<file path="src/rtl/core/psu_pkg.sv">
// ----------------------------------------------------------------------------
// psu_pkg: shared types and constants of the PNG scanline unfilter
// Sizes of the line store and pixel history, filter codes, register indexes
// and the work entry that travels from front to back.
// ----------------------------------------------------------------------------
package psu_pkg;

   localparam int MAX_LINE_BYTES  = 8192;
   localparam int MAX_PIXEL_BYTES = 8;

   // field and register widths
   localparam int BYTE_W    = 8;
   localparam int LINE_W    = 14;
   localparam int PIX_W     = 4;
   localparam int CSR_IDX_W = 1;
   localparam int CSR_W     = 14;

   // line store index, and a length that can hold MAX_LINE_BYTES itself
   localparam int IDX_W     = $clog2(MAX_LINE_BYTES);
   localparam int LB_W      = IDX_W + 1;
   localparam int PIX_IDX_W = (MAX_PIXEL_BYTES > 1) ? $clog2(MAX_PIXEL_BYTES) : 1;

   // register indexes
   localparam logic [CSR_IDX_W-1:0] CSR_LINE_BYTES  = 1'b0;
   localparam logic [CSR_IDX_W-1:0] CSR_PIXEL_BYTES = 1'b1;

   // filter types of a scanline
   typedef enum logic [2:0] {
      FILT_NONE  = 3'd0,
      FILT_SUB   = 3'd1,
      FILT_UP    = 3'd2,
      FILT_AVG   = 3'd3,
      FILT_PAETH = 3'd4
   } filter_type;

   localparam logic [BYTE_W-1:0] FILT_MAX_CODE = 8'd4;

   // one data byte, classified by the front
   typedef struct packed {
      logic [BYTE_W-1:0] data;
      logic [IDX_W-1:0]  idx;
      logic              last;
      logic              first_row;
      filter_type        filter;
      logic              invalid;
   } psu_entry_type;

endpackage

</file>
<file path="src/rtl/core/psu_front.sv">
// ----------------------------------------------------------------------------
// psu_front: scanline framing
// Accepts stream beats, takes the filter byte of each line, and tags every
// data byte with its column, line end and filter before queueing it.
// ----------------------------------------------------------------------------
module psu_front import psu_pkg::*; (
   input  logic                clock,
   input  logic                reset,
   input  logic                req_tvalid,
   output logic                req_tready,
   input  logic [BYTE_W-1:0]   req_tdata,   // [7:0] stream_byte
   input  logic                req_tuser,   // [0] image_start
   input  logic [LB_W-1:0]     line_len,
   output logic                push_valid,
   output psu_entry_type       push_entry,
   input  logic                queue_full
);

   logic             awaiting_ff, awaiting_in;
   logic [IDX_W-1:0] idx_ff, idx_in;
   filter_type       filter_ff, filter_in;
   logic             invalid_ff, invalid_in;
   logic             first_row_ff, first_row_in;
   logic             accept;
   logic             last;

   // a filter byte never needs a queue slot
   assign req_tready = awaiting_ff || !queue_full;
   assign accept     = req_tvalid && req_tready;

   // line end when the data index reaches the current length minus one
   assign last = ((LB_W'(idx_ff) + LB_W'(1)) >= line_len);

   // build the queue entry
   always_comb begin
      push_valid           = accept && !awaiting_ff;
      push_entry.data      = req_tdata;
      push_entry.idx       = idx_ff;
      push_entry.last      = last;
      push_entry.first_row = first_row_ff;
      push_entry.filter    = filter_ff;
      push_entry.invalid   = invalid_ff;
   end

   // advance the line position
   always_comb begin
      awaiting_in  = awaiting_ff;
      idx_in       = idx_ff;
      filter_in    = filter_ff;
      invalid_in   = invalid_ff;
      first_row_in = first_row_ff;
      if (accept) begin
         if (awaiting_ff) begin
            if (req_tuser) begin
               first_row_in = 1'b1;
            end
            if (req_tdata > FILT_MAX_CODE) begin
               invalid_in = 1'b1;
               filter_in  = FILT_NONE;
            end else begin
               invalid_in = 1'b0;
               filter_in  = filter_type'(req_tdata[2:0]);
            end
            awaiting_in = 1'b0;
            idx_in      = '0;
         end else if (last) begin
            awaiting_in  = 1'b1;
            first_row_in = 1'b0;
         end else begin
            idx_in = idx_ff + IDX_W'(1);
         end
      end
   end

   always_ff @(posedge clock) begin
      if (reset) begin
         awaiting_ff  <= 1'b1;
         idx_ff       <= '0;
         filter_ff    <= FILT_NONE;
         invalid_ff   <= 1'b0;
         first_row_ff <= 1'b1;
      end else begin
         awaiting_ff  <= awaiting_in;
         idx_ff       <= idx_in;
         filter_ff    <= filter_in;
         invalid_ff   <= invalid_in;
         first_row_ff <= first_row_in;
      end
   end

endmodule

</file>
<file path="config.mk">
export PLATFORM = sky130hd
export DESIGN_NAME = psu_front
export DESIGN_NICKNAME = d
export VERILOG_FILES = /design/src/rtl/core/psu_pkg.sv /design/src/rtl/core/psu_front.sv
export SDC_FILE = /design/constraint.sdc
export NUM_CORES = 1
export LEC_CHECK = 0
export ABC_AREA = 1
export BUFFER_PORTS_ARGS = -buffer_cell sky130_fd_sc_hd__buf_2
export CORE_MARGIN = 2
export CORE_UTILIZATION = 35
export CTS_CLUSTER_DIAMETER = 150
export DETAILED_ROUTE_END_ITERATION = 6
export RECOVER_POWER = 25
export SYNTH_ARGS = -nofsm -noshare
export SYNTH_HDL_FRONTEND = slang
export SYNTH_SLANG_ARGS = --single-unit
</file>
<file path="constraint.sdc">
create_clock -name clock -period 3.4 [get_ports clock]
set_input_delay 0.51 -clock clock [delete_from_list [all_inputs] [get_ports clock]]
set_output_delay 0.51 -clock clock [all_outputs]
set_load 0.1 [all_outputs]
</file>
After elaboration in Yosys (flattened, before gate mapping)
Index checks and enable logic that the tools add are counted.
Operators by class
  add/subtract/negate cells: 2
  magnitude comparators: 2
  equality and inequality tests: 2
  multiplexer cells: 9
  reduce and logical (&&, ||, !) cells: 9
Operators with widths (number)
  two-way mux 13 bit: 2
  adder 13 x 1 -> 14 bit, second input constant: 1
  greater-or-equal comparator 14 bit: 1
  adder 13 x 1 -> 13 bit, second input constant: 1
  > comparator 8 x 3 -> 1 bit, second input constant: 1
  two-way mux 1 bit: 6
  != test 2 bit, second input constant: 2
  AND reduction 2 bit: 2
  two-way mux 3 bit: 1
  AND reduction 3 bit: 1
  logical AND 1 bit: 2
  zero test 1 bit: 2
  nonzero test 2 bit: 1
  logical OR 1 bit: 1
Word-level totals
  register bits: 19

Longest topological paths before layout
  word-level depth: 4
  depth in mapped cells: 16

Least setup slack after synthesis
OpenSTA, ideal clock, no wires.
  kind: register to output
  from: reg idx_ff[4]
  to: out push_entry[5] (netlist bit)
  arrival: 2.940 ns
  required time: 2.890 ns
  path slack: -0.050 ns
  cell stages (with the launch flop): 15
  buffers on the path: 1
  cells stage by stage: dfxtp_1 > nand2_1 > nor2_2 > nand3_1 > nor2_1 > nand2_1 > nor4_1 > ha_1 > nand2_1 > inv_1 > nand2_1 > nand3_1 > nor2_4 > nand2_1 > buf_4
On the way
  longest elaborated chain between the ends: 2
RTL lines
  from (decl): line psu_front.sv:20  | logic [IDX_W-1:0] idx_ff, idx_in;
  from (signal assigned): line psu_front.sv:84  | idx_ff <= idx_in;
  adder 13 x 1 -> 14 bit: line psu_front.sv:32  | assign last = ((LB_W'(idx_ff) + LB_W'(1)) >= line_len);
  greater-or-equal comparator 14 bit: line psu_front.sv:32
  to (decl): line psu_front.sv:15  | output psu_entry_type push_entry,
Every way passes these cells.

==> key figures <==
GRT
  • Initial antenna violation count: 0
  • Number of global-route vias before repair: approximately 1500
  • GRT Util Overall: 0.1565
  • First-pass GRT wire length: approximately 6.7 mm
  • GRT Residual Overflow: 0
  • Pin count of the biggest net entering global routing: 18

Clocking
  • CTS Buf Count: 3
  • Number of hold buffers added after CTS: 0
  • CTS tree: built
  • Sink Count: 19
  • CTS max path bufs: 2
  • Clock Tree Root: clkbuf_8
  • Post-CTS setup buffer count: 0
  • CTS H-tree depth: 1
  • Clock latency on the worst-skew pair: about 0.26 ns
  • Clock-pin transition on the worst setup and hold timing paths: 0.07 ns
  • Post_cts resized: 0

Cells and area
  • Design Area, Final: 0.002014 sq mm
  • Final core utilization: 0.4237
  • Post-Layout Cell Count: around 350
  • # nets final: between 300 and 400
  • Layout cells sized above 1: 0.3275
  • # diodes: 0
  • Fillers: 540
  • Area grow syn2layout: 15.91%

Synthesis
  • Post-Synth Simple-Gate Area: 0.3888
  • Syn Inst Count: 243
  • Synth Register Bits: 19
  • Post-synthesis adder-cell area fraction: 0.1152
  • Mapped Area: approximately 0.0017 sq mm
  • Largest family of logic cells by synthesized area: simple AND/OR/NAND/NOR gates
  • Mapped Nets: approximately 290
  • Post-synthesis area per instance: ~7 sq um
  • Post-synthesis sequential area ratio: 0.2189
  • Syn. warnings: 0
  • Distinct cells, synth: 30
  • Post-Synth XOR/XNOR Area: 0.02952
  • Synth Area in Compound Gates: 0.08855
  • Mux contribution to synthesized area: 0

STA
  • TNS Setup: 0 ns
  • Post-layout minimum cycle time: about 3.1 ns
  • Worst Max-Slew Pin Slew: 1.160 ns
  • Slew margin rel.: 0.2300
  • Final Setup Violations: 0
  • PnR worst setup slack: 0.3105 ns
  • Final hold viol count: 0
  • Max-slew violations: 0
  • Upper clock frequency limit: 323.7 MHz
  • RSZ-0062 raised after global routing: false
  • Tcrit/Tclk final: 0.9087
  • Hold Slack: approximately 0.46 ns
  • Clk_skew: 0.002186 ns

Pwr
  • Design Power: ~0.53 mW
  • Lkg Pwr: about 1.0 nW
  • Worst vdd rail ir drop: between 0.2 and 0.3 mV
  • Power per standard cell area: around 260 mW/mm^2

Die
  • Die Ht: approximately 74 um
  • Core Region: between 0.004 and 0.005 sq mm
  • Num ports: 56
  • Initial Util: 0.3655
  • Die width: approximately 74 um
  • Num rows: 25
  • Die area: 0.005545 sq mm

Worst setup path
  • Startpoint Class: register
  • Worst-path fanout max: 9
  • Reg-to-Reg Start: idx_ff[2]$_SDFFE_PP0P_
  • Critical path type: reg2out
  • Critical Path RT: a little under 3 ns
  • R2r setup slk: 0.73 ns
  • CP arrival: 2.58 ns
  • Reg-to-reg endpoint: idx_ff[0]$_SDFFE_PP0P_
  • Critical Path Sink: push_entry[5]
  • CP endpoint kind: output pin
  • CP Launch Point: idx_ff[0]$_SDFFE_PP0P_
  • Worst r2r path cells: 16

Route
  • DRC Markers: 0
  • Met1 WL: roughly 1.8 mm
  • Routed wl met2: 1.994 mm
  • Routed wire length: slightly above 4 mm
  • WL/cell: between 10 and 15 um
  • Met3 Routed Length: between 200 and 250 um
  • First-pass DRT Iterations: 4
  • Top Layer Used: met4
  • Via/cell ratio: approximately 4.7
  • Initial DRC Count: 93
  • Final ANT Viol Nets: 0
  • Total number of vias: between 1500 and 2000

Placement
  • Pre-CTS setup slack: 0.5786 ns
  • Dpl hpwl: 3.164 mm
  • Dpl cells: between 300 and 400
  • Gpl congestion: about 0.77
  • IO Port Bufs: between 50 and 60
  • Area post-placement: 0.001988 sq mm

Worst hold path
  • Worst hold path class: in2reg

Run
  • Max-Cap Viols: 0

Outcome
  • Outcome: finished, final reports clean
-- cells in the final DEF (no fill, tap or decap), drive strengths merged, types with 11 or more instances in the layout --
| cell | n |
|---|---|
| nand2 | 61 |
| buf | 50 |
| inv | 37 |
| nand3 | 24 |
| nor2 | 21 |
| dfxtp | 19 |
| a21oi | 19 |
| ha | 16 |
| nand4 | 15 |
| clkbuf | 11 |
-- cell families after synthesis --
kind of cell | after synthesis
adder cells (fa/ha/maj) | 16
buffers and inverters | 55
AO/OA/AOI/OAI | 23
AND/OR/NAND/NOR | 125
XOR/XNOR | 5
flip-flops | 19
-- cell usage after synthesis --
| library cell | number | area (sq um) |
|---|---|---|
| nand2_1 | 56 | 210.2 |
| inv_1 | 34 | 127.6 |
| dfxtp_1 | 19 | 380.4 |
| ha_1 | 16 | 200.2 |
| nand4_1 | 15 | 93.84 |
| buf_4 | 14 | 105.1 |
| nand3_1 | 14 | 70.07 |
| a21oi_1 | 10 | 50.05 |
| nor2_1 | 10 | 37.54 |
| a21oi_2 | 9 | 78.83 |
| nand3_2 | 9 | 90.09 |
| nor2_2 | 7 | 43.79 |
| nor2_4 | 4 | 45.04 |
| inv_2 | 3 | 11.26 |
| nand2_2 | 3 | 18.77 |
| xor2_1 | 3 | 26.28 |
| nand2_4 | 2 | 22.52 |
| nand3b_1 | 2 | 15.01 |
| o21ai_0 | 2 | 10.01 |
| a21o_1 | 1 | 7.510 |
| buf_1 | 1 | 3.750 |
| buf_12 | 1 | 20.02 |
| buf_2 | 1 | 5.000 |
| clkbuf_1 | 1 | 3.750 |
| nand3_4 | 1 | 17.52 |
| nor3_1 | 1 | 5.000 |
| nor4_1 | 1 | 6.260 |
| o211ai_1 | 1 | 7.510 |
| xnor2_1 | 1 | 8.760 |
| xnor2_2 | 1 | 16.27 |
-- power breakdown --
part           total (mW)  internal [mW]  switching [mW]
logic               0.136         0.0295           0.106
clock network       0.161         0.0816          0.0799
registers           0.229          0.225         0.00316
-- sequential cells by signal, indices dropped and copies added, names as in the netlist --
| name | flops |
|---|---|
| filter_ff | 3 |
| awaiting_ff | 1 |
| invalid_ff | 1 |
| idx_ff | 13 |
| first_row_ff | 1 |
-- cell type report --
type	instances	area, sq um	area share
inverters	37	138.9	0.06894
multi-input cells	169	1071	0.5317
repair buffers	58	287.8	0.1429
clock buffers	3	41.29	0.02050
well taps	67	83.83	0.04161
flip-flops and latches	19	386.6	0.1919
clock inverters	1	5.005	0.002484
-- critical path, cell delays in order, from the launching register on --
cell,delay [ns]
dfxtp_2,0.41
ha_1,0.21
nand3_1,0.12
inv_1,0.11
nand3_1,0.07
nand2_1,0.06
nand2_1,0.09
ha_1,0.28
nand2_1,0.07
nor2_2,0.14
nand2_2,0.08
nor2_2,0.14
nor2_4,0.05
nand2_1,0.08
buf_2,0.43
-- how the worst min path moves through the flow --
stage,startpoint,endpoint,slack [ns],cells after the start
4_1_cts,req_tuser,first_row_ff$_SDFFE_PP1P_,0.47,3
5_1_grt,req_tvalid,awaiting_ff$_SDFFE_PP1P_,0.47,2
3_5_place_dp,filter_ff[0]$_SDFFE_PP0P_,filter_ff[0]$_SDFFE_PP0P_,0.46,2
2_1_floorplan,first_row_ff$_SDFFE_PP1P_,first_row_ff$_SDFFE_PP1P_,0.43,2
3_3_place_gp,first_row_ff$_SDFFE_PP1P_,first_row_ff$_SDFFE_PP1P_,0.44,2
6_report,req_tvalid,awaiting_ff$_SDFFE_PP1P_,0.46,2
-- routing by layer --
metal	vias up	track usage
met4	0	0.02579
met1	752	0.1939
met3	2	0.03523
met2	48	0.2812
li1	871	-
met5	-	0
(Power assumes the default switching activity.)
