## src/rtl/core/psu_pkg.sv

```systemverilog
// ----------------------------------------------------------------------------
// psu_pkg: shared types and constants of the PNG scanline unfilter
// Sizes of the line store and pixel history, filter codes, register indexes
// and the work entry that travels from front to back.
// ----------------------------------------------------------------------------
package psu_pkg;

   localparam int MAX_LINE_BYTES  = 8192;
   localparam int MAX_PIXEL_BYTES = 8;

   // field and register widths
   localparam int BYTE_W    = 8;
   localparam int LINE_W    = 14;
   localparam int PIX_W     = 4;
   localparam int CSR_IDX_W = 1;
   localparam int CSR_W     = 14;

   // line store index, and a length that can hold MAX_LINE_BYTES itself
   localparam int IDX_W     = $clog2(MAX_LINE_BYTES);
   localparam int LB_W      = IDX_W + 1;
   localparam int PIX_IDX_W = (MAX_PIXEL_BYTES > 1) ? $clog2(MAX_PIXEL_BYTES) : 1;

   // register indexes
   localparam logic [CSR_IDX_W-1:0] CSR_LINE_BYTES  = 1'b0;
   localparam logic [CSR_IDX_W-1:0] CSR_PIXEL_BYTES = 1'b1;

   // filter types of a scanline
   typedef enum logic [2:0] {
      FILT_NONE  = 3'd0,
      FILT_SUB   = 3'd1,
      FILT_UP    = 3'd2,
      FILT_AVG   = 3'd3,
      FILT_PAETH = 3'd4
   } filter_type;

   localparam logic [BYTE_W-1:0] FILT_MAX_CODE = 8'd4;

   // one data byte, classified by the front
   typedef struct packed {
      logic [BYTE_W-1:0] data;
      logic [IDX_W-1:0]  idx;
      logic              last;
      logic              first_row;
      filter_type        filter;
      logic              invalid;
   } psu_entry_type;

endpackage

```

## src/rtl/core/psu_queue.sv

```systemverilog
// ----------------------------------------------------------------------------
// psu_queue: two-entry queue between front and back
// Decouples the framing side from the reconstruction side.
// ----------------------------------------------------------------------------
module psu_queue import psu_pkg::*; (
   input  logic          clock,
   input  logic          reset,
   input  logic          push_valid,
   input  psu_entry_type push_entry,
   output logic          full,
   output logic          pop_valid,
   output psu_entry_type pop_entry,
   input  logic          pop
);

   psu_entry_type slot_ff [2];
   logic          wr_ptr_ff, wr_ptr_in;
   logic          rd_ptr_ff, rd_ptr_in;
   logic [1:0]    count_ff, count_in;
   logic          do_push, do_pop;

   assign full      = (count_ff == 2'd2);
   assign pop_valid = (count_ff != 2'd0);
   assign pop_entry = slot_ff[rd_ptr_ff];
   assign do_push   = push_valid && !full;
   assign do_pop    = pop && pop_valid;

   // advance pointers and fill level
   always_comb begin
      wr_ptr_in = do_push ? !wr_ptr_ff : wr_ptr_ff;
      rd_ptr_in = do_pop  ? !rd_ptr_ff : rd_ptr_ff;
      count_in  = count_ff;
      if (do_push && !do_pop) begin
         count_in = count_ff + 2'd1;
      end else if (do_pop && !do_push) begin
         count_in = count_ff - 2'd1;
      end
   end

   always_ff @(posedge clock) begin
      if (reset) begin
         wr_ptr_ff <= 1'b0;
         rd_ptr_ff <= 1'b0;
         count_ff  <= 2'd0;
      end else begin
         wr_ptr_ff <= wr_ptr_in;
         rd_ptr_ff <= rd_ptr_in;
         count_ff  <= count_in;
      end
   end

   // store the pushed entry
   always_ff @(posedge clock) begin
      if (do_push) begin
         slot_ff[wr_ptr_ff] <= push_entry;
      end
   end

endmodule

```

## config.mk

```make
export PLATFORM = sky130hd
export DESIGN_NAME = psu_queue
export DESIGN_NICKNAME = d
export VERILOG_FILES = /design/src/rtl/core/psu_pkg.sv /design/src/rtl/core/psu_queue.sv
export SDC_FILE = /design/constraint.sdc
export NUM_CORES = 1
export LEC_CHECK = 0
export BUFFER_PORTS_ARGS = -buffer_cell sky130_fd_sc_hd__buf_4
export CAP_MARGIN = 10
export CORE_UTILIZATION = 31
export CTS_BUF_LIST = sky130_fd_sc_hd__clkbuf_2
export CTS_CLUSTER_SIZE = 10
export DETAILED_ROUTE_END_ITERATION = 6
export GPL_TIMING_DRIVEN = 0
export PLACE_DENSITY = 0.55
export REMOVE_ABC_BUFFERS = 1
export SETUP_SLACK_MARGIN = 0.4
export SKIP_LAST_GASP = 1
export SYNTH_ARGS = -nofsm -noshare
export SYNTH_HDL_FRONTEND = slang
export SYNTH_SLANG_ARGS = --single-unit
```

## constraint.sdc

```tcl
create_clock -name clock -period 1.9 [get_ports clock]
set_input_delay 0.095 -clock clock [delete_from_list [all_inputs] [get_ports clock]]
set_output_delay 0.095 -clock clock [all_outputs]
set_load 0.03 [all_outputs]
```

Yosys cells after proc, flatten, opt, wreduce, memory -nomap -nowiden

Memory sizes are Yosys's and may differ from the RTL's. A register that Yosys moved wholly into a read port is not among the register bits.
Cells that the tools add are included.

Word-level logic and storage cells: 24
Input bits: 31
Register bits after elaboration: 4
Memories: 1
Bits in writable memories: 54

Memory list:

| memory  | words | width | rd ports | clocked after memory_dff | wr ports | line            | RTL |
|---|---|---|---|---|---|---|---|
| slot_ff | 2     | 27    | 1        | 1                        | 1        | psu_queue.sv:16 | `psu_entry_type slot_ff [2];` |

Eq/ne operators: 1
Add/sub/neg operators: 2
Reductions and logical operators: 11
Muxes and demuxes: 6

Operators with widths:

| operator              | number |
|---|---|
| $logic_not A1 Y1      | 5 |
| $logic_and A1 B1 Y1   | 4 |
| $mux W1               | 4 |
| $mux W2               | 2 |
| $reduce_bool A2 Y1    | 2 |
| $add A2 B1 Y2 const B | 1 |
| $eq A2 B2 Y1 const B  | 1 |
| $sub A2 B1 Y2 const B | 1 |

Logic depth before layout (Yosys ltp)

Gate-level depths: netlist (run 1).

Word-level depth: 7
Depth in mapped cells: 6
Gate-level depth less buffers: 6

Worst setup path after synthesis (run 1)

No wires, ideal clock.

Path kind: reg-to-reg
Start: register count_ff[1]
End: memory slot_ff[0][0] in the netlist's numbering, enable pin
Data arrival time: 1.413 ns
Cell stages (with the launch flop): 4
Setup slack: 0.105 ns
Clock period less this slack: 1.795 ns
Cell sequence: dfxtp_1 > nor2b_2 > or3_1 > inv_1

Longest elaborated chain between the ends: 5

Ends and longest elaborated chain:

| item                          | line            | RTL |
|---|---|---|
| start, declared               | psu_queue.sv:19 | `logic [1:0] count_ff, count_in;` |
| start signal, assigned        | psu_queue.sv:48 | `count_ff <= count_in;` |
| $eq A2 B2 Y1                  | psu_queue.sv:22 | `assign full = (count_ff == 2'd2);` |
| net full                      | psu_queue.sv:10 | `output logic full,` |
| $logic_not A1 Y1              | psu_queue.sv:25 | `assign do_push = push_valid && !full;` |
| $logic_and A1 B1 Y1           | psu_queue.sv:25 |  |
| $mux W1                       | psu_queue.sv:54 | `if (do_push) begin` |
| $mux W1 (not written as such) | psu_queue.sv:55 | `slot_ff[wr_ptr_ff] <= push_entry;` |
| end, declared                 | psu_queue.sv:16 |  |

The timed path passes the listed nets, and every way through them passes these cells.

==> results of run 1 <==
synth_stat cells, drive strengths merged:
cell type	n	area [µm²]
a21oi	2	10.0
o21ai	3	15.0
inv	2	7.51
nor2b	1	8.76
or2	1	6.26
xor2	3	26.3
nor2	4	15.0
buf	3	20.0
and2	1	6.26
mux2	27	304
edfxtp	54	1620
dfxtp	5	100
ha	1	12.5
or3	2	12.5
critical path: stages (launching register included):
cell	delay, ns
dfxtp_4	0.45
clkbuf_16	0.18
mux2_4	0.31
buf_6	0.14
final cells by class:
cell class,count,area (µm²),area share [%]
tap,80,100,2.81
sequential,59,1730,48.5
inverter,2,11.3,0.316
clock buffer,9,45.0,1.26
timing repair inverter,1,7.51,0.211
timing repair buffer,101,1010,28.2
multi-input combinational,45,548,15.4
clock inverter,7,116,3.26
path summary, 6_finish.rpt:
| check | from | slack, ns | depth (start not counted) | endpoint |
|---|---|---|---|---|
| worst max register to register | count_ff[0]$_SDFFE_PP0P_ | 0.35 | 5 | slot_ff[0][19]$_DFFE_PP_ |
| worst min-delay path | pop | 0.07 | 4 | register |
| worst min register to register | wr_ptr_ff$_SDFFE_PP0N_ | 0.51 | 2 | wr_ptr_ff$_SDFFE_PP0N_ |
| worst max-delay path | register | 0.28 | 3 | pop_entry[22] |
routing by layer:
layer | global-route usage, % | share of wire [%] | wire length, µm
met2 | 23.9 | 55 | 2580
met4 | 7.27 | 1.5 | 72
met3 | 3.56 | 3.6 | 167
met1 | 13.5 | 40 | 1870
met5 | 0 | 0 | 0
state kept, by name (all words and copies together) (netlist names), named ones only:
| signal | count |
|---|---|
| slot_ff | 54 |
| wr_ptr_ff | 1 |
| rd_ptr_ff | 1 |
| count_ff | 2 |
metrics by stage:
step           hold WS, ns  setup TNS (ns)  std cells  worst slack (ns)
6_report            0.0690               0        304             0.283
2_1_floorplan        0.164               0        106             0.105
3_3_place_gp         0.280           -6.63        245            -0.127
5_1_grt             0.0598               0        304             0.179
3_5_place_dp         0.283          -12.19        245            -0.246
4_1_cts            0.00815               0        301             0.215
power breakdown:
part	switching (mW)	leakage [nW]	internal, mW	total (mW)
combinational	0.979	0.780	1.07	2.05
sequential	0.101	0.547	1.65	1.75
clock	0.468	0.0919	0.565	1.03
total	1.55	1.42	3.28	4.83
cells by family after synthesis:
kind of cell | after synthesis
xor+xnor | 3
fa+ha+maj | 1
mux | 27
compound gates | 5
buf+inv | 5
flops | 59
simple gates | 9
what timing repair did:
action | 4_1_cts | 5_1_grt
endpoints found under the hold margin | 59 | 0
pin swaps | 1 | 2
gates resized for setup | 15 | 62
hold buffers | 29 | 0
gates cloned | 1 | 1
setup endpoints to repair | 82 | 40
buffers inserted | 10 | 2
==> metrics.md, run 1 <==
| Metric | Value |
|---|---|
| Fin. Hold Viols | `0` |
| Post-route cell area | `3560 µm²` |
| Port bufs | `a little under 60` |
| Vias in the first global route | `between 1000 and 1500` |
| Final min period | `between 1.5 and 2 ns` |
| Outcome | `completed` |
| Synth-to-Final Area Change | `64.6%` |
| Fmax | `around 620 MHz` |
| Final Max Tran Viols | `0` |
| Worst-path clk slew | `between 0.15 and 0.2 ns` |
| Adder-cell share of the synthesized area | `less than 1%` |
| Seq/Total Area, Yosys | `79.5%` |
| DR pass1 iterations | `3` |
| Layout Nets | `roughly 250` |
| Synth Area in Compound Gates | `1.16%` |
| Max_cap viols | `0` |
| Max Fanout on Critical Path | `6` |
| # H-tree levels | `3` |
| WP data required | `1.80 ns` |
| N_diodes | `0` |
| Post-synthesis simple-gate area fraction | `~2.3%` |
| Row count | `30` |
| Critical path type | `reg -> out` |
| Post-Synthesis Cells | `between 100 and 150` |
| RSZ-0062 raised after global routing | `yes` |
| Via count | `about 1300` |
| GRT Util Overall | `around an eighth` |
| Commonest non-fill, non-tap cell in the layout | `edfxtp_1` |
| Total Power | `slightly below 5 mW` |
| Worst slew pin tran | `0.413 ns` |
| Clock Sinks | `a little under 60` |
| Skew final | `0.0346 ns` |
| CTS buffer count | `9` |
| Mux cell area share after synthesis | `about 14%` |
| Starting Density | `roughly 32%` |
| Drt drc | `0` |
| Initial antenna violation count | `0` |
| Placer congestion estimate | `roughly 0.62` |
| Via density per instance | `between 4 and 5` |
| Max VDD drop | `~0.8 mV` |
| Later-pin clock latency in the skew report | `about 0.48 ns` |
| FF+latch count, synth | `59` |
| Layout cell share with drive strength beyond 1 | `56.7%` |
| Post-Route WL | `4690 µm` |
| Most frequent cells in the layout | `edfxtp_1 (54), buf_4 (38), dlygate4sd3_1 (29)` |
| Hold Path Class | `in -> reg` |
| Critical Path End Type | `output port` |
| Final setup violation count | `0` |
| I/O Pins | `60` |
| Clk buf depth | `2` |
| Leak | `approximately 1.4 nW` |
| Placed cell areas | `2690 µm²` |
| Largest family of logic cells by synthesized area | `multiplexers` |
| Post-Synth XOR/XNOR Area | `1.21%` |
| Mean Syn Cell Area | `19.9 µm²` |
| TritonCTS clock tree | `yes` |
| Final critical-path share of the clock period | `85.1%` |
| 1st-iter DRT viols | `29` |
| Ys Warns | `0` |
| Remaining Overflow, GRT | `0` |
| Final core utilization | `around 53%` |
| First-pass GRT wire length | `6930 µm` |
| Pwr/cell area | `~1400 nW/µm²` |
| Synth unique cells | `15` |
| Hpwl dp | `between 2000 and 2500 µm` |
| Startpoint Class | `register` |
| Drt wl/cell | `15.4 µm` |
| Fill cell total of the finished layout | `569` |
| Critical Path AT | `1.52 ns` |
| Die H | `85.6 µm` |
| Final ANT Viol Nets | `0` |
| Relative slew slack | `between 70% and 80%` |
| Clk root buf | `clkbuf_2` |
| Synth Cell Area | `between 2000 and 2500 µm²` |
| Die area | `about 7300 µm²` |
| Die Span X | `around 86 µm` |
| Core area | `a little under 7000 µm²` |
| Pin count of the biggest net entering global routing | `28` |
Note: power is estimated with default switching activity, not from simulation.
==> run 2: changes to the inputs <==
ABC_AREA = 1   (was not set)
==> metrics.md, run 2 <==
| Metric | Value |
|---|---|
| Final core utilization | `49.1% (-3.6 points)` |
| Final min period | `1.63 ns (+0.0108 ns)` |
| N_diodes | `0 (unchanged)` |
| CP Buf/Inv Count | `2 (unchanged)` |
| Worst-path clk slew | `0.17 ns (about the same)` |
| Synth Cell Area | `2300 µm² (+6.0%)` |
| Critical Path AT | `1.53 ns (about the same)` |
| Via density per instance | `4.22 (-4.1%)` |
| Vias in the first global route | `1402 (-6.1%)` |
| RR Startpoint | `count_ff[1]$_SDFFE_PP0P_` |
| Final critical-path share of the clock period | `85.7% (+0.57 points)` |
| Total Power | `4.17 mW (-14%)` |
| Later-pin clock latency in the skew report | `0.47 ns (about the same)` |
| Outcome | `completed` |
| Starting Density | `31.8% (-0.23 points)` |
| Met2 GRT Util | `20.9% (-2.9 points)` |
| Top cells by area, synth | `edfxtp_1 (71%), mux2_4 (13%), dfxtp_1 (4.4%)` |
| Layout cell share with drive strength beyond 1 | `50.4% (-6.3 points)` |
| Post-Synthesis Cells | `121 (+11%)` |
| Max VDD drop | `0.547 mV (-31%)` |
| CP peak stage delay | `0.46 ns (about the same)` |
| Leak | `1.41 nW (-0.80%)` |
| Drt drc | `0 (unchanged)` |
| Asr flop ratio synth | `0% (unchanged)` |
| Slowest-stage cell, CP | `dfxtp_4` |
| Core area | `7210 µm² (+6.8%)` |
| EDFF count, synth | `54 (unchanged)` |
| I/O Pins | `60 (unchanged)` |
| Die Span X | `88.1 µm (+2.9%)` |
| Die area | `7750 µm² (+5.9%)` |
| Met1 global-route usage | `14.9% (+1.4 points)` |
| Crit-path leading delay family | `flip-flops` |
| Biggest register | `slot_ff` |
| FF+latch count, synth | `59 (unchanged)` |
| Row count | `31 (+3.3%)` |
| GRT Util Overall | `12.8% (-0.22 points)` |
| Critical Path End Type | `output port` |
| Worst path cell trace | `buf_12, mux2_4, buf_6` |
| Most frequent cell after synthesis | `edfxtp_1` |
| Drt wl/cell | `13.7 µm (-12%)` |
| Max_cap viols | `0 (unchanged)` |
| Hpwl dp | `2360 µm (-2.9%)` |
| GRT Max-Usage Layer | `met2` |
| WP data required | `1.80 ns (about the same)` |
| CTS buffer count | `9 (unchanged)` |
| Synth-to-Final Area Change | `54.3%` |
| Worst setup margin | `0.272 ns (-0.0108 ns)` |
| Clock Sinks | `59 (unchanged)` |
| Commonest cells post-synth | `edfxtp_1 (54), mux2_4 (20), inv_1 (8), nor2_1 (8)` |
| GRT met3 Usage | `3.77% (+0.21 points)` |
| Skew final | `0.0231 ns (-0.0115 ns)` |
| Pwr/cell area | `1180 nW/µm² (-13%)` |
| Final ANT Viol Nets | `0 (unchanged)` |
| Commonest non-fill, non-tap cell in the layout | `edfxtp_1` |
| Hold Crit Start | `push_entry[4]` |
| Post-Route WL | `4550 µm (-3.1%)` |
| Relative slew slack | `69.6% (-2.8 points)` |
| Synth unique cells | `15 (unchanged)` |
| # H-tree levels | `3 (unchanged)` |
| Ys Warns | `0 (unchanged)` |
| Critical path type | `reg -> out` |
| Startpoint Class | `register` |
| 1st-iter DRT viols | `27 (-6.9%)` |
| Top flop regs | `slot_ff: 54 flops, count_ff: 2 flops` |
| Port bufs | `59 (unchanged)` |
| Remaining Overflow, GRT | `0 (unchanged)` |
| Max FFs per register | `54 (unchanged)` |
| First-pass GRT wire length | `6850 µm (-1.1%)` |
| DR pass1 iterations | `4 (+1)` |
| Placer congestion estimate | `0.658 (+6.2%)` |
| Mean Syn Cell Area | `19.0 µm² (-4.5%)` |
| Fmax | `614 MHz (-0.67%)` |
| Clk buf depth | `2 (unchanged)` |
| Layout Nets | `261 (+4.0%)` |
| Worst slew pin tran | `0.454 ns (+0.0417 ns)` |
| Initial antenna violation count | `0 (unchanged)` |
| Yosys top cell by area | `edfxtp_1` |
| Clk root buf | `clkbuf_2` |
| Pin count of the biggest net entering global routing | `15 (-46%)` |
| Most frequent cells in the layout | `edfxtp_1 (54), buf_4 (35), dlygate4sd3_1 (30)` |
| Die H | `88.1 µm (+2.9%)` |
| Via count | `1404 (+5.0%)` |
| Final Max Tran Viols | `0 (unchanged)` |
| TritonCTS clock tree | `yes` |
| Max Fanout on Critical Path | `8 (+2)` |
| Seq/Total Area, Yosys | `75.0% (-4.5 points)` |
| Place WS | `0.271 ns (+0.516 ns)` |
| Fin. Hold Viols | `0 (unchanged)` |
| Hold Path Class | `in -> reg` |
| Yosys top cell area share | `70.6% (-4.2 points)` |
| Final setup violation count | `0 (unchanged)` |
| Dominant synthesized flop cell | `edfxtp_1` |
| RSZ-0062 raised after global routing | `yes` |
[run 2: cell count changes in the layout (fill, tap and decap cells not counted), moves of 3 or more]
cell and change:
buf_4 -3, bufinv_16 -3, inv_1 +7, nand2_1 +7, nor2_1 +3, nor2_4 +3
[run 2: logic make-up after synthesis]
logic type	count (synthesis)	synth area share, %
flip-flops	59	75.0
AO/OA/AOI/OAI	5	1.25
AND/OR/NAND/NOR	18	3.16
adder cells (fa/ha/maj)	1	0.545
multiplexers	27	16.5
buffers and inverters	11	3.54
[run 2: worst reg2reg max path: stages (launching register included)]
cell     delay [ns]
dfxtp_2        0.35
inv_1          0.14
o21ai_4        0.10
buf_4          0.15
nor2_4         0.38
[run 2: repair_timing]
item,in CTS,in global routing
cloned,3,0
endpoints found under the hold margin,59,0
endpoints found under the setup margin,82,84
buffers inserted,4,4
hold buffers,30,0
pin swaps,3,3
gates resized for setup,37,5
[run 2: cell type report]
type,count,area [µm²]
flip-flops and latches,59,1730
fillers,650,3670
inverters,8,30.0
clock inverters,6,32.5
multi-input cells,53,577
repair buffers,98,1000
clock buffers,10,50.0
well taps,99,124
[run 2: power by group]
part / leakage [nW] / switching, mW / internal (mW)
clock: 0.0528 / 0.451 / 0.164
combinational: 0.809 / 0.904 / 0.912
sequential: 0.546 / 0.0915 / 1.65
total: 1.41 / 1.45 / 2.73
[run 2: final timing paths]
kind / cells after the start / slack, ns / end
min: 2 / 0.34 / slot_ff[1][4]$_DFFE_PP_
max: 3 / 0.27 / pop_entry[21]
max reg2reg: 4 / 0.46 / slot_ff[1][8]$_DFFE_PP_
min reg2reg: 2 / 0.52 / rd_ptr_ff$_SDFFE_PP0P_
[run 2: routing by layer]
layer	up-vias	part of all wire, %
li1	670	-
met1	690	45
met2	40	50
met3	4	4.6
met4	0	0.77
met5	-	0
[run 2: metrics by stage]
step,setup TNS (ns),hold slack (ns),area (µm²),std cells
after floorplan,-7.27,0.194,2240,118
after global placement,-61.53,0.280,2810,276
after detailed placement,0,0.282,2830,276
after CTS,0,0.282,3460,329
after global routing,0,0.287,3540,333
final,0,0.341,3540,333
